==> src/rtl/ptb_pkg.sv <==
// Shared types, codes and sizes for the periodic timer bank.
package ptb_pkg;

	// Bank size and derived widths
	localparam int NUM_TIMERS = 16;
	localparam int IDX_W      = $clog2(NUM_TIMERS);
	localparam int CNT_W      = $clog2(NUM_TIMERS + 1);

	// Operation codes
	localparam logic [2:0] OP_TICK   = 3'd0;
	localparam logic [2:0] OP_ADD    = 3'd1;
	localparam logic [2:0] OP_REMOVE = 3'd2;
	localparam logic [2:0] OP_REACT  = 3'd3;
	localparam logic [2:0] OP_PERIOD = 3'd4;
	localparam logic [2:0] OP_TEST   = 3'd5;

	// Result kinds
	localparam logic [2:0] KIND_FIRE       = 3'd0;
	localparam logic [2:0] KIND_TICK_DONE  = 3'd1;
	localparam logic [2:0] KIND_ADD_ACK    = 3'd2;
	localparam logic [2:0] KIND_REMOVE_ACK = 3'd3;
	localparam logic [2:0] KIND_REACT_ACK  = 3'd4;
	localparam logic [2:0] KIND_PERIOD_ACK = 3'd5;
	localparam logic [2:0] KIND_TEST_ACK   = 3'd6;

	// One operation request
	typedef struct packed {
		logic [2:0]  opcode;
		logic [3:0]  slot;
		logic [31:0] period_len;
		logic [31:0] delay_len;
		logic [7:0]  new_reason;
		logic        has_action;
		logic        has_exit;
	} request_t;

	// One result
	typedef struct packed {
		logic [2:0] kind;
		logic [3:0] result_slot;
		logic [7:0] fire_reason;
		logic       ok;
		logic [4:0] fired_count;
		logic       exit_notice;
		logic       last;
	} result_t;

	// Controller to datapath commands
	typedef struct packed {
		logic             load;
		logic             scan_rd;
		logic [IDX_W-1:0] scan_addr;
		logic             exec;
		logic             tick_done;
	} dp_cmd_t;

	// Datapath to controller status: decode of the offered opcode
	typedef struct packed {
		logic is_tick;
		logic is_defined;
	} dp_status_t;

endpackage

==> src/rtl/ptb_ctrl.sv <==
// Sequencer for the timer bank: accepts operations and steps the slot scan.
module ptb_ctrl (
	input  logic                clk,
	input  logic                arst_n,
	input  logic                start,
	output logic                busy,
	input  ptb_pkg::dp_status_t status,
	output ptb_pkg::dp_cmd_t    cmd
);

	localparam logic [2:0] ST_IDLE  = 3'd0;
	localparam logic [2:0] ST_SCAN  = 3'd1;
	localparam logic [2:0] ST_FLUSH = 3'd2;
	localparam logic [2:0] ST_TDONE = 3'd3;
	localparam logic [2:0] ST_READ  = 3'd4;
	localparam logic [2:0] ST_EXEC  = 3'd5;

	logic [2:0]                state_q, state_d;
	logic [ptb_pkg::IDX_W-1:0] cnt_q, cnt_d;
	logic                      accept;

	assign busy   = (state_q != ST_IDLE);
	assign accept = start && !busy;

	// Next state and commands
	always_comb begin
		state_d       = state_q;
		cnt_d         = cnt_q;
		cmd           = '0;
		cmd.scan_addr = cnt_q;
		case (state_q)
			ST_IDLE: begin
				if (accept) begin
					cmd.load = 1'b1;
					cnt_d    = '0;
					if (status.is_tick)
						state_d = ST_SCAN;
					else if (status.is_defined)
						state_d = ST_READ;
				end
			end
			ST_SCAN: begin
				cmd.scan_rd = 1'b1;
				if (cnt_q == ptb_pkg::IDX_W'(ptb_pkg::NUM_TIMERS - 1))
					state_d = ST_FLUSH;
				else
					cnt_d = cnt_q + 1'b1;
			end
			ST_FLUSH: state_d = ST_TDONE;
			ST_TDONE: begin
				cmd.tick_done = 1'b1;
				state_d       = ST_IDLE;
			end
			ST_READ:  state_d = ST_EXEC;
			ST_EXEC: begin
				cmd.exec = 1'b1;
				state_d  = ST_IDLE;
			end
			default:  state_d = ST_IDLE;
		endcase
	end

	// State registers
	always_ff @(posedge clk or negedge arst_n) begin
		if (!arst_n) begin
			state_q <= ST_IDLE;
			cnt_q   <= '0;
		end else begin
			state_q <= state_d;
			cnt_q   <= cnt_d;
		end
	end

endmodule

==> src/rtl/ptb_datapath.sv <==
// Timer slot storage, time count, expiry compare and result register.
module ptb_datapath (
	input  logic                clk,
	input  logic                arst_n,
	input  ptb_pkg::request_t   request,
	input  logic                cfg_valid,
	input  logic [7:0]          cfg_data,
	input  ptb_pkg::dp_cmd_t    cmd,
	output ptb_pkg::dp_status_t status,
	output ptb_pkg::result_t    result,
	output logic                strobe
);

	localparam int N  = ptb_pkg::NUM_TIMERS;
	localparam int IW = ptb_pkg::IDX_W;

	// Slot memories
	logic [63:0] expiry_mem [N];
	logic [31:0] period_mem [N];
	logic [7:0]  reason_mem [N];
	logic        action_mem [N];
	logic        exit_mem   [N];

	logic [7:0]                default_reason_q;
	logic [63:0]               now_q;
	logic [N-1:0]              active_q;
	ptb_pkg::request_t         req_q;
	logic [ptb_pkg::CNT_W-1:0] fire_cnt_q;

	// Read stage
	logic [63:0]   rd_exp_s1;
	logic [31:0]   rd_per_s1;
	logic [7:0]    rd_rsn_s1;
	logic          rd_act_s1;
	logic          rd_exit_s1;
	logic [IW-1:0] rd_idx_s1;
	logic          scan_s1;

	ptb_pkg::result_t result_q;
	logic             strobe_q;

	logic [IW-1:0] slot_idx, rd_addr, free_idx, wr_idx;
	logic          slot_ok, free_found, due;
	logic [63:0]   diff, fire_exp, delay_exp;
	logic          we_exp, we_per, we_rsn, we_flags;
	logic [63:0]   wd_exp;
	logic [7:0]    wd_rsn;
	logic          set_active, clr_active;
	ptb_pkg::result_t res_d;
	logic             res_we;

	assign status.is_tick    = (request.opcode == ptb_pkg::OP_TICK);
	assign status.is_defined = (request.opcode == ptb_pkg::OP_TICK)
		|| (request.opcode == ptb_pkg::OP_ADD) || (request.opcode == ptb_pkg::OP_REMOVE)
		|| (request.opcode == ptb_pkg::OP_REACT) || (request.opcode == ptb_pkg::OP_PERIOD)
		|| (request.opcode == ptb_pkg::OP_TEST);

	assign slot_idx = IW'(req_q.slot);
	assign slot_ok  = (32'(req_q.slot) < 32'(N)) && active_q[slot_idx];
	assign rd_addr  = cmd.scan_rd ? cmd.scan_addr : slot_idx;

	// Expiry compare: due when expiry minus now is negative
	assign diff      = rd_exp_s1 - now_q;
	assign due       = scan_s1 && active_q[rd_idx_s1] && rd_act_s1 && diff[63];
	assign fire_exp  = now_q + 64'(rd_per_s1);
	assign delay_exp = now_q + 64'(req_q.delay_len);

	// Lowest free slot
	always_comb begin
		free_idx   = '0;
		free_found = 1'b0;
		for (int i = N - 1; i >= 0; i--) begin
			if (!active_q[i]) begin
				free_idx   = IW'(i);
				free_found = 1'b1;
			end
		end
	end

	// Write control and result build
	always_comb begin
		we_exp     = 1'b0;
		we_per     = 1'b0;
		we_rsn     = 1'b0;
		we_flags   = 1'b0;
		wr_idx     = slot_idx;
		wd_exp     = delay_exp;
		wd_rsn     = default_reason_q;
		set_active = 1'b0;
		clr_active = 1'b0;
		res_d      = '0;
		res_we     = 1'b0;
		if (due) begin
			we_exp            = 1'b1;
			we_rsn            = 1'b1;
			wr_idx            = rd_idx_s1;
			wd_exp            = fire_exp;
			res_we            = 1'b1;
			res_d.kind        = ptb_pkg::KIND_FIRE;
			res_d.result_slot = 4'(rd_idx_s1);
			res_d.fire_reason = rd_rsn_s1;
			res_d.ok          = 1'b1;
		end else if (cmd.tick_done) begin
			res_we            = 1'b1;
			res_d.kind        = ptb_pkg::KIND_TICK_DONE;
			res_d.ok          = 1'b1;
			res_d.fired_count = 5'(fire_cnt_q);
			res_d.last        = 1'b1;
		end else if (cmd.exec) begin
			res_we            = 1'b1;
			res_d.last        = 1'b1;
			res_d.result_slot = req_q.slot;
			case (req_q.opcode)
				ptb_pkg::OP_ADD: begin
					res_d.kind        = ptb_pkg::KIND_ADD_ACK;
					res_d.ok          = free_found;
					res_d.result_slot = free_found ? 4'(free_idx) : 4'd0;
					wr_idx            = free_idx;
					we_exp            = free_found;
					we_per            = free_found;
					we_rsn            = free_found;
					we_flags          = free_found;
					set_active        = free_found;
				end
				ptb_pkg::OP_REMOVE: begin
					res_d.kind        = ptb_pkg::KIND_REMOVE_ACK;
					res_d.ok          = slot_ok;
					res_d.exit_notice = slot_ok && rd_exit_s1;
					clr_active        = slot_ok;
				end
				ptb_pkg::OP_REACT: begin
					res_d.kind = ptb_pkg::KIND_REACT_ACK;
					res_d.ok   = slot_ok;
					we_exp     = slot_ok;
					we_rsn     = slot_ok;
					wd_rsn     = req_q.new_reason;
				end
				ptb_pkg::OP_PERIOD: begin
					res_d.kind = ptb_pkg::KIND_PERIOD_ACK;
					res_d.ok   = slot_ok && (req_q.period_len != 32'd0);
					we_per     = res_d.ok;
				end
				ptb_pkg::OP_TEST: begin
					res_d.kind = ptb_pkg::KIND_TEST_ACK;
					res_d.ok   = slot_ok;
				end
				default: res_we = 1'b0;
			endcase
		end
	end

	// Memory writes and registered reads
	always_ff @(posedge clk) begin
		if (we_exp)
			expiry_mem[wr_idx] <= wd_exp;
		if (we_per)
			period_mem[wr_idx] <= req_q.period_len;
		if (we_rsn)
			reason_mem[wr_idx] <= wd_rsn;
		if (we_flags) begin
			action_mem[wr_idx] <= req_q.has_action;
			exit_mem[wr_idx]   <= req_q.has_exit;
		end
		rd_exp_s1  <= expiry_mem[rd_addr];
		rd_per_s1  <= period_mem[rd_addr];
		rd_rsn_s1  <= reason_mem[rd_addr];
		rd_act_s1  <= action_mem[rd_addr];
		rd_exit_s1 <= exit_mem[rd_addr];
		rd_idx_s1  <= rd_addr;
	end

	// Latched request and fire count
	always_ff @(posedge clk) begin
		if (cmd.load) begin
			req_q      <= request;
			fire_cnt_q <= '0;
		end else if (due) begin
			fire_cnt_q <= fire_cnt_q + 1'b1;
		end
		if (res_we)
			result_q <= res_d;
	end

	// Control state: time, active bits, default reason, strobe
	always_ff @(posedge clk or negedge arst_n) begin
		if (!arst_n) begin
			default_reason_q <= '0;
			now_q            <= '0;
			active_q         <= '0;
			scan_s1          <= 1'b0;
			strobe_q         <= 1'b0;
		end else begin
			if (cfg_valid)
				default_reason_q <= cfg_data;
			if (cmd.load && status.is_tick)
				now_q <= now_q + 64'd1;
			if (set_active)
				active_q[wr_idx] <= 1'b1;
			if (clr_active)
				active_q[slot_idx] <= 1'b0;
			scan_s1  <= cmd.scan_rd;
			strobe_q <= res_we;
		end
	end

	assign result = result_q;
	assign strobe = strobe_q;

endmodule

==> src/rtl/periodic_timer_bank_unit.sv <==
// Top level of the periodic timer bank: sequencer plus slot datapath.
//
// Channel   Direction  Signals                     Transfer
// request   in         start, busy, request        start high while busy low
// result    out        strobe, result              strobe high, one cycle each
// config    in         cfg_valid, cfg_ready, data  cfg_valid and cfg_ready high
//
// A tick scans every slot: one slot is read from the slot memory per cycle, and the
// compare and write-back act on the registered read in the cycle after it.
// Other operations read the slot, then update and acknowledge; undefined codes give no result.
// Results are registered and appear in the cycle after they are decided; the receiver cannot stall them.
// Reset clears time, active bits, default reason and the strobe; no clearing pass.
module periodic_timer_bank_unit (
	input  logic              clk,
	input  logic              arst_n,
	input  logic              start,
	output logic              busy,
	input  ptb_pkg::request_t request,
	output logic              strobe,
	output ptb_pkg::result_t  result,
	input  logic              cfg_valid,
	output logic              cfg_ready,
	input  logic [7:0]        cfg_data
);

	ptb_pkg::dp_cmd_t    cmd;
	ptb_pkg::dp_status_t status;

	assign cfg_ready = 1'b1;

	ptb_ctrl u_ctrl (
		.clk    (clk),
		.arst_n (arst_n),
		.start  (start),
		.busy   (busy),
		.status (status),
		.cmd    (cmd)
	);

	ptb_datapath u_datapath (
		.clk       (clk),
		.arst_n    (arst_n),
		.request   (request),
		.cfg_valid (cfg_valid),
		.cfg_data  (cfg_data),
		.cmd       (cmd),
		.status    (status),
		.result    (result),
		.strobe    (strobe)
	);

endmodule

==> config.mk <==
export PLATFORM = sky130hd
export DESIGN_NAME = periodic_timer_bank_unit
export DESIGN_NICKNAME = d
export VERILOG_FILES = /design/src/rtl/ptb_pkg.sv /design/src/rtl/ptb_ctrl.sv /design/src/rtl/ptb_datapath.sv /design/src/rtl/periodic_timer_bank_unit.sv
export SDC_FILE = /design/constraint.sdc
export NUM_CORES = 2
export LEC_CHECK = 0
export BUFFER_PORTS_ARGS = -buffer_cell sky130_fd_sc_hd__buf_2
export CAP_MARGIN = 20
export CORE_UTILIZATION = 35
export DETAILED_ROUTE_END_ITERATION = 8
export MAX_ROUTING_LAYER = met4
export PLACE_DENSITY_LB_ADDON = 0.15
export SYNTH_ARGS = -nofsm -noshare
export SYNTH_HDL_FRONTEND = slang
export SYNTH_HIERARCHICAL = 1
export SYNTH_SLANG_ARGS = --single-unit
==> constraint.sdc <==
create_clock -name clk -period 8.3 [get_ports clk]
set_input_delay 0.83 -clock clk [delete_from_list [all_inputs] [get_ports clk]]
set_output_delay 0.83 -clock clk [all_outputs]
set_load 0.1 [all_outputs]
[Yosys cells after proc, flatten, opt, wreduce, memory -nomap -nowiden]
Memory sizes are Yosys's and may differ from the RTL's. A register that Yosys moved wholly into a read port is not among the register bits.
Index checks and enable logic that the tools add are counted.
Operators by class
  add/sub/neg operators: 6
  multiply operators: 0
  div/mod/pow operators: 0
  magnitude comparators: 5
  equality and inequality tests: 20
  shift operators: 0
  mux-type cells: 102
  bitwise logic cells: 6
  reductions and logical operators: 28
Operators by type and width (number)
  adder 64 x 32 -> 64 bit: 2
  two-way mux 4 bit: 27
  adder 64 x 1 -> 64 bit (second input constant): 1
  two-way mux 64 bit: 1
  subtractor 64 bit: 1
  two-way mux 1 bit: 53
  two-way mux 16 bit: 2
  two-way mux 8 bit: 4
  nonzero test 32 bit: 1
  == test 3 x 2 -> 1 bit (second input constant): 6
  == test 3 bit (second input constant): 6
  bitwise AND 16 bit: 1
  inverter 16 bit: 1
  bitwise OR 16 bit: 1
  < comparator 4 x 5 -> 1 bit (second input constant): 3
  case mux 3 bit (5 select lines): 1
  two-way mux 3 bit: 4
  case mux 3 bit (4 select lines): 1
  == test 3 x 1 -> 1 bit (second input constant): 3
  logical AND 1 bit: 9
  binary-select mux 1 bit (select 4 bit): 2
  demux 1 bit (select 4 bit): 2
  greater-or-equal comparator 4 x 1 -> 1 bit (second input constant): 2
  case mux 4 bit (2 select lines): 1
  other kinds (20): 32
Storage, ports and cells
  register bits: 210
  latch bits: 0
  bits in writable memories: 1696
  memory bits (read-only): 0
  input bits: 93
  output and inout port bits: 26
  word-level logic and storage cells: 196
  memories kept: 5
Memories
  u_datapath.expiry_mem: words 16, bits a word 64, read ports 1, clocked after memory_dff 1, wr ports 1, RTL line ptb_datapath.sv:18  | logic [63:0] expiry_mem [N];
  u_datapath.period_mem: words 16, bits a word 32, read ports 1, clocked after memory_dff 1, wr ports 1, RTL line ptb_datapath.sv:19  | logic [31:0] period_mem [N];
  u_datapath.reason_mem: words 16, bits a word 8, read ports 1, clocked after memory_dff 1, wr ports 1, RTL line ptb_datapath.sv:20  | logic [7:0] reason_mem [N];
  u_datapath.action_mem: words 16, bits a word 1, read ports 1, clocked after memory_dff 1, wr ports 1, RTL line ptb_datapath.sv:21  | logic action_mem [N];
  u_datapath.exit_mem: words 16, bits a word 1, read ports 1, clocked after memory_dff 1, wr ports 1, RTL line ptb_datapath.sv:22  | logic exit_mem [N];

[Longest topological paths before layout]
  word-level depth: 28
  gate-level depth with buffers: 27
  mapped depth without buffers: 22

[Hierarchy]
The synthesis kept the hierarchy.
Modules (own cells, without submodules)
  ptb_datapath: times used 1, cells each 6458, area each 81515.7 um^2
  ptb_ctrl: times used 1, cells each 44, area each 426.7 um^2
  periodic_timer_bank_unit: times used 1, cells each 2, area each 11.3 um^2

[Worst setup path before layout]
OpenSTA, ideal clock, no wires.
  path kind: input port to flip-flop
  start: input start
  end: register u_datapath.now_q[50]
  library setup time: 126 ps
  arrival: 8238 ps
  slack: -64 ps
  cell stages on the path: 12
  cell sequence: nor4b_2 > or4b_4 > or4_4 > buf_6 > nand2b_4 > nor2_4 > nand3_4 > nor3_4 > and2_1 > buf_6 > nand2_2 > xnor2_2
On the way
  word-level cells in the longest chain between the ends: 4
Ends and longest elaborated chain
  start: declaration: RTL line periodic_timer_bank_unit.sv:16  | input logic start,
  logical AND 1 bit: RTL line ptb_ctrl.sv:23  | assign accept = start && !busy;
  two-way mux 1 bit: RTL line ptb_ctrl.sv:33  | if (accept) begin
  two-way mux 1 bit: RTL line ptb_ctrl.sv:31  | case (state_q)
  logical AND 1 bit: RTL line ptb_datapath.sv:195  | if (cmd.load && status.is_tick)
  end signal: assignment: RTL line ptb_datapath.sv:196  | now_q <= now_q + 64'd1;
  end: declaration: RTL line ptb_datapath.sv:25  | logic [63:0] now_q;
Every way passes these cells.
A chain may end at the register's enable or synchronous reset.

[Final worst setup path]
  start: register u_datapath.now_q[16]
  end: memory u_datapath.expiry_mem[3][61], data pin
On the way
  word-level cells in the longest chain between the ends: 3
  elaborated cells on any way between the ends: 5
  those cells by class: 3 x add/sub; 1 x mux; 1 x reduce/logical
Ends and longest elaborated chain
  subtractor 64 bit: RTL line ptb_datapath.sv:63  | assign diff = rd_exp_s1 - now_q;
  logical AND 1 bit: RTL line ptb_datapath.sv:64  | assign due = scan_s1 && active_q[rd_idx_s1] && rd_act_s1 && diff[63];
  two-way mux 64 bit *: RTL line ptb_datapath.sv:93  | if (due) begin
  net u_datapath.wd_exp[61]: RTL line ptb_datapath.sv:46  | logic [63:0] wd_exp;
  end: declaration: RTL line ptb_datapath.sv:18
The timed path passes the listed nets; every way through them passes the cells marked *.

==> reports/qor.csv <==
metric,value,unit
P_leak,33.0,nW
P_int,19.8,mW
antenna-violating nets left,0,
DP Wirelength,128000,µm
cells resized by post-CTS repair,0,
Final TNS setup,0,ns
Fillers,21903,
Total Wirelength,243000,µm
worst min path class,in -> reg,
Worst slew margin,0.267,
routed wire length per instance,24.4,µm
pwr/cell area,325,nW/µm²
"Seq/Total Area, Yosys",0.717,
largest family of logic cells by synthesized area,simple AND/OR/NAND/NOR gates,
Pre-antenna DRT Iters,5,
Post-Synth XOR/XNOR Area,0.0137,
maxcap violations,0,
die height,486,µm
RSZ-0062 raised after global routing,no,
DIE WIDTH,486,µm
DRC,0,
initial antenna violation count,11,
Slew Limit Fails,0,
status,finished clean,
largest net degree at the start of global routing,140,
Rows,177,
worst skew pair latency,0.87,ns
Port Buffers,117,
clock share of power,0.310,
Switching Fraction,0.350,
CTS Root Cell,clkbuf_16,
CTS tree,done,
synth unique cells,85,
fmax,0.138,GHz
minimum clock period,7.26,ns
initial DRC count,4479,
prevailing post-synth register cell,edfxtp_1,
crit-path max FO,17,
Clock Skew,0.0616,ns
GP Congestion,0.871,
I/O pin count,119,
via count,52182,
area grow syn2layout,14.6,%
critical path's slowest cell,o21ai_0,
Synth Area in Compound Gates,0.0489,
Worst EP arrival,7.95,ns
gr ovfl total,0,
deepest clock path buffer count,3,
Mapped Nets,6696,
Finished Cell Area,93900,µm²
Synth Area per Inst,12.6,µm²
clk sink count,2012,
cell taking the most area after synthesis,edfxtp_1,
Synth area leaders,"edfxtp_1, nand2_1, nand3_1",
post-synthesis register bit count,2012,
layout cells sized above 1,0.108,
final hold violation count,0,
vias per inst,5.25,
Post-synth EDFFs,1800,
P_sw,10.7,mW
simple-gate share of the synthesized area,0.169,
Synth async-reset ratio,0.0482,
TritonCTS buffer count,212,
vias in the first global route,51041,
initial core utilization,0.352,
critical path class,reg -> reg,
Setup Viol. Count Final,0,
H-Tree Depth,4,
multiplexer area fraction after synthesis,0.0124,
CP cell instances,inv_1 -> ha_1 -> a41oi_1 -> o21ai_0 -> a221oi_1 -> o211ai_1 -> a221oi_1 -> a21oi_2 -> nor2_4 -> buf_4 -> mux2_2 -> ha_1 -> a21o_1 -> a21o_1 -> a221o_1 -> o21ai_0 -> a211oi_1 -> buf_4 -> o21ai_0 -> nor2_1 -> buf_4 -> nand2_1 -> xnor2_1 -> buf_4,
period utilisation layout,0.875,
area post-placement,86800,µm²
clk slew on worst S/H paths,0.06,ns
first-pass GRT wire length,354000,µm
element type at the critical path start,flip-flop,
Worst setup EP type,flip-flop,
core area,233000,µm²
most frequent CP cell,buf_4,
Syn. warnings,6,
maximum vdd ir drop,0.266,mV
combinational power share,0.274,
Synth Instances,6504,
biggest cell delay along the critical path,0.72,ns
Tightest Pin Transition,1.09,ns
Worst EP required,8.98,ns
Post-Synth Adder-Cell Area,0.0152,
Sequential Power Share,0.417,
Tot GR Track Use,0.209,
fin nets,6801,
top cell type's share of synthesized area,0.660,
Die ar.,236000,µm²
Mapped Area,82000,µm²
==> worst paths after layout <==
path	startpoint	endpoint	slack, ns	depth (start not counted)
worst max-delay path	u_datapath/now_q[16]$_DFFE_PN0P_	u_datapath/expiry_mem[3][61]$_DFFE_PP_	1.04	24
worst min register to register	u_datapath/fire_cnt_q[4]$_SDFFE_PP0N_	u_datapath/fire_cnt_q[4]$_SDFFE_PP0N_	0.49	2
worst max register to register	u_datapath/now_q[16]$_DFFE_PN0P_	u_datapath/expiry_mem[3][61]$_DFFE_PP_	1.04	24
worst min-delay path	request[54]	u_datapath/req_q[54]$_DFFE_PP_	0.13	1
max in group asynchronous	arst_n	u_datapath/now_q[21]$_DFFE_PN0P_	6.31	4
min in group asynchronous	arst_n	u_datapath/default_reason_q[4]$_DFFE_PN0P_	0.32	2
==> cells in the mapped netlist, drive strengths merged, types with 24 or more instances <==
library cell and n:
nand2 1808, edfxtp 1800, nand3 883, clkbuf 342, a311oi 212, nor2 140, and3 128, a31oi 120
dfxtp 115, xnor2 114, ha 98, dfrtp 97, inv 93, a21oi 72, buf 54, mux2 49
nor3 42, o21ai 42, nand4 32, nor2b 30, mux2i 24
==> metrics by stage <==
| step | setup WS [ns] | instances | power, mW | util | hold slack (ns) |
|---|---|---|---|---|---|
| floorplan | 2.06 | 6504 | 17.9 | - | 0.447 |
| global placement | 0.749 | 9500 | 21.3 | 0.373 | 0.467 |
| detailed placement | 0.626 | 9506 | 21.3 | 0.373 | 0.478 |
| CTS | 0.561 | 9908 | 30.8 | 0.403 | 0.0572 |
| global route | 0.548 | 9934 | 32.0 | 0.404 | 0.0841 |
| finish | 1.04 | 9936 | 30.5 | 0.404 | 0.131 |
==> timing repair <==
item / CTS / global route
setup buffers: 0 / 0
hold endpoints to repair: 6 / 0
setup endpoints to repair: 0 / 0
hold buffers: 1 / 0
==> power groups by stage <==
stage | Combinational [mW] | Clock (mW) | Sequential (mW)
floorplan | 5.28 | 0 | 12.7
global placement | 8.36 | 0 | 12.9
detailed placement | 8.38 | 0 | 12.9
CTS | 8.41 | 9.70 | 12.7
global route | 9.17 | 10.1 | 12.8
finish | 8.36 | 9.46 | 12.7
==> state kept, by name, summed over array words and instances (netlist names) <==
name,cells
u_datapath/req_q,77
u_datapath/scan_s1,1
u_datapath/period_mem,512
u_datapath/now_q,64
u_datapath/rd_idx_s1,4
u_datapath/rd_act_s1,1
u_ctrl/cnt_q,4
u_datapath/fire_cnt_q,5
u_datapath/slot_idx,4
u_datapath/active_q,16
u_datapath/default_reason_q,8
u_datapath/exit_mem,16
u_datapath/rd_per_s1,32
u_ctrl/state_q,3
u_datapath/reason_mem,128
u_datapath/expiry_mem,1024
u_datapath/rd_exit_s1,1
u_datapath/rd_rsn_s1,8
u_datapath/action_mem,16
u_datapath/rd_exp_s1,64
u_datapath/result,23
u_datapath/strobe,1
==> area by class of cell <==
| cell class | instances | area [µm²] | share of cell area |
|---|---|---|---|
| clock buffers | 326 | 6170 | 0.0657 |
| flip-flops and latches | 2012 | 58800 | 0.626 |
| diodes | 8 | 20.0 | 0.000213 |
| repair buffers | 287 | 2300 | 0.0245 |
| clock inverters | 75 | 806 | 0.00858 |
| well taps | 3132 | 3920 | 0.0417 |
| inverters | 96 | 382 | 0.00406 |
| multi-input cells | 4000 | 21600 | 0.230 |
==> cells in the final DEF (no fill, tap or decap), drive strengths merged, types with 32 or more instances in the layout <==
cell type	synthesis	routed
edfxtp	1800	1800
a31oi	120	120
dfrtp	97	97
inv	93	103
nand2	1808	1808
a21oi	72	72
buf	54	286
nand3	883	883
o21ai	42	42
dfxtp	115	115
nor3	42	42
a311oi	212	212
clkinv	3	51
and3	128	128
mux2	49	49
nor2	140	140
clkbuf	342	326
xnor2	114	114
nand4	32	32
ha	98	98
==> worst max-delay path: cells and delay by family, from the launching register on <==
kind            cells  cell delay, ns
buf+inv             5            1.11
fa+ha+maj           2            0.65
simple gates        3            0.70
flops               1            0.47
compound gates     12            3.62
mux                 1            0.37
xor+xnor            1            0.14
==> cells by family after synthesis <==
logic type                 Yosys count
AOI/OAI and AO/OA                  547
xor gates and xnor gates           125
adders and majority gates           99
buffers and inverters              492
DFF                               2012
muxes                               83
other                                1
and+or+nand+nor                   3145
==> layer usage <==
layer	part of all wire	GRT usage
met4	0.029	0.0660
met5	0	-
met1	0.45	0.277
met3	0.048	0.0306
met2	0.48	0.331
No activity file was read; power rests on OpenSTA's default activity.
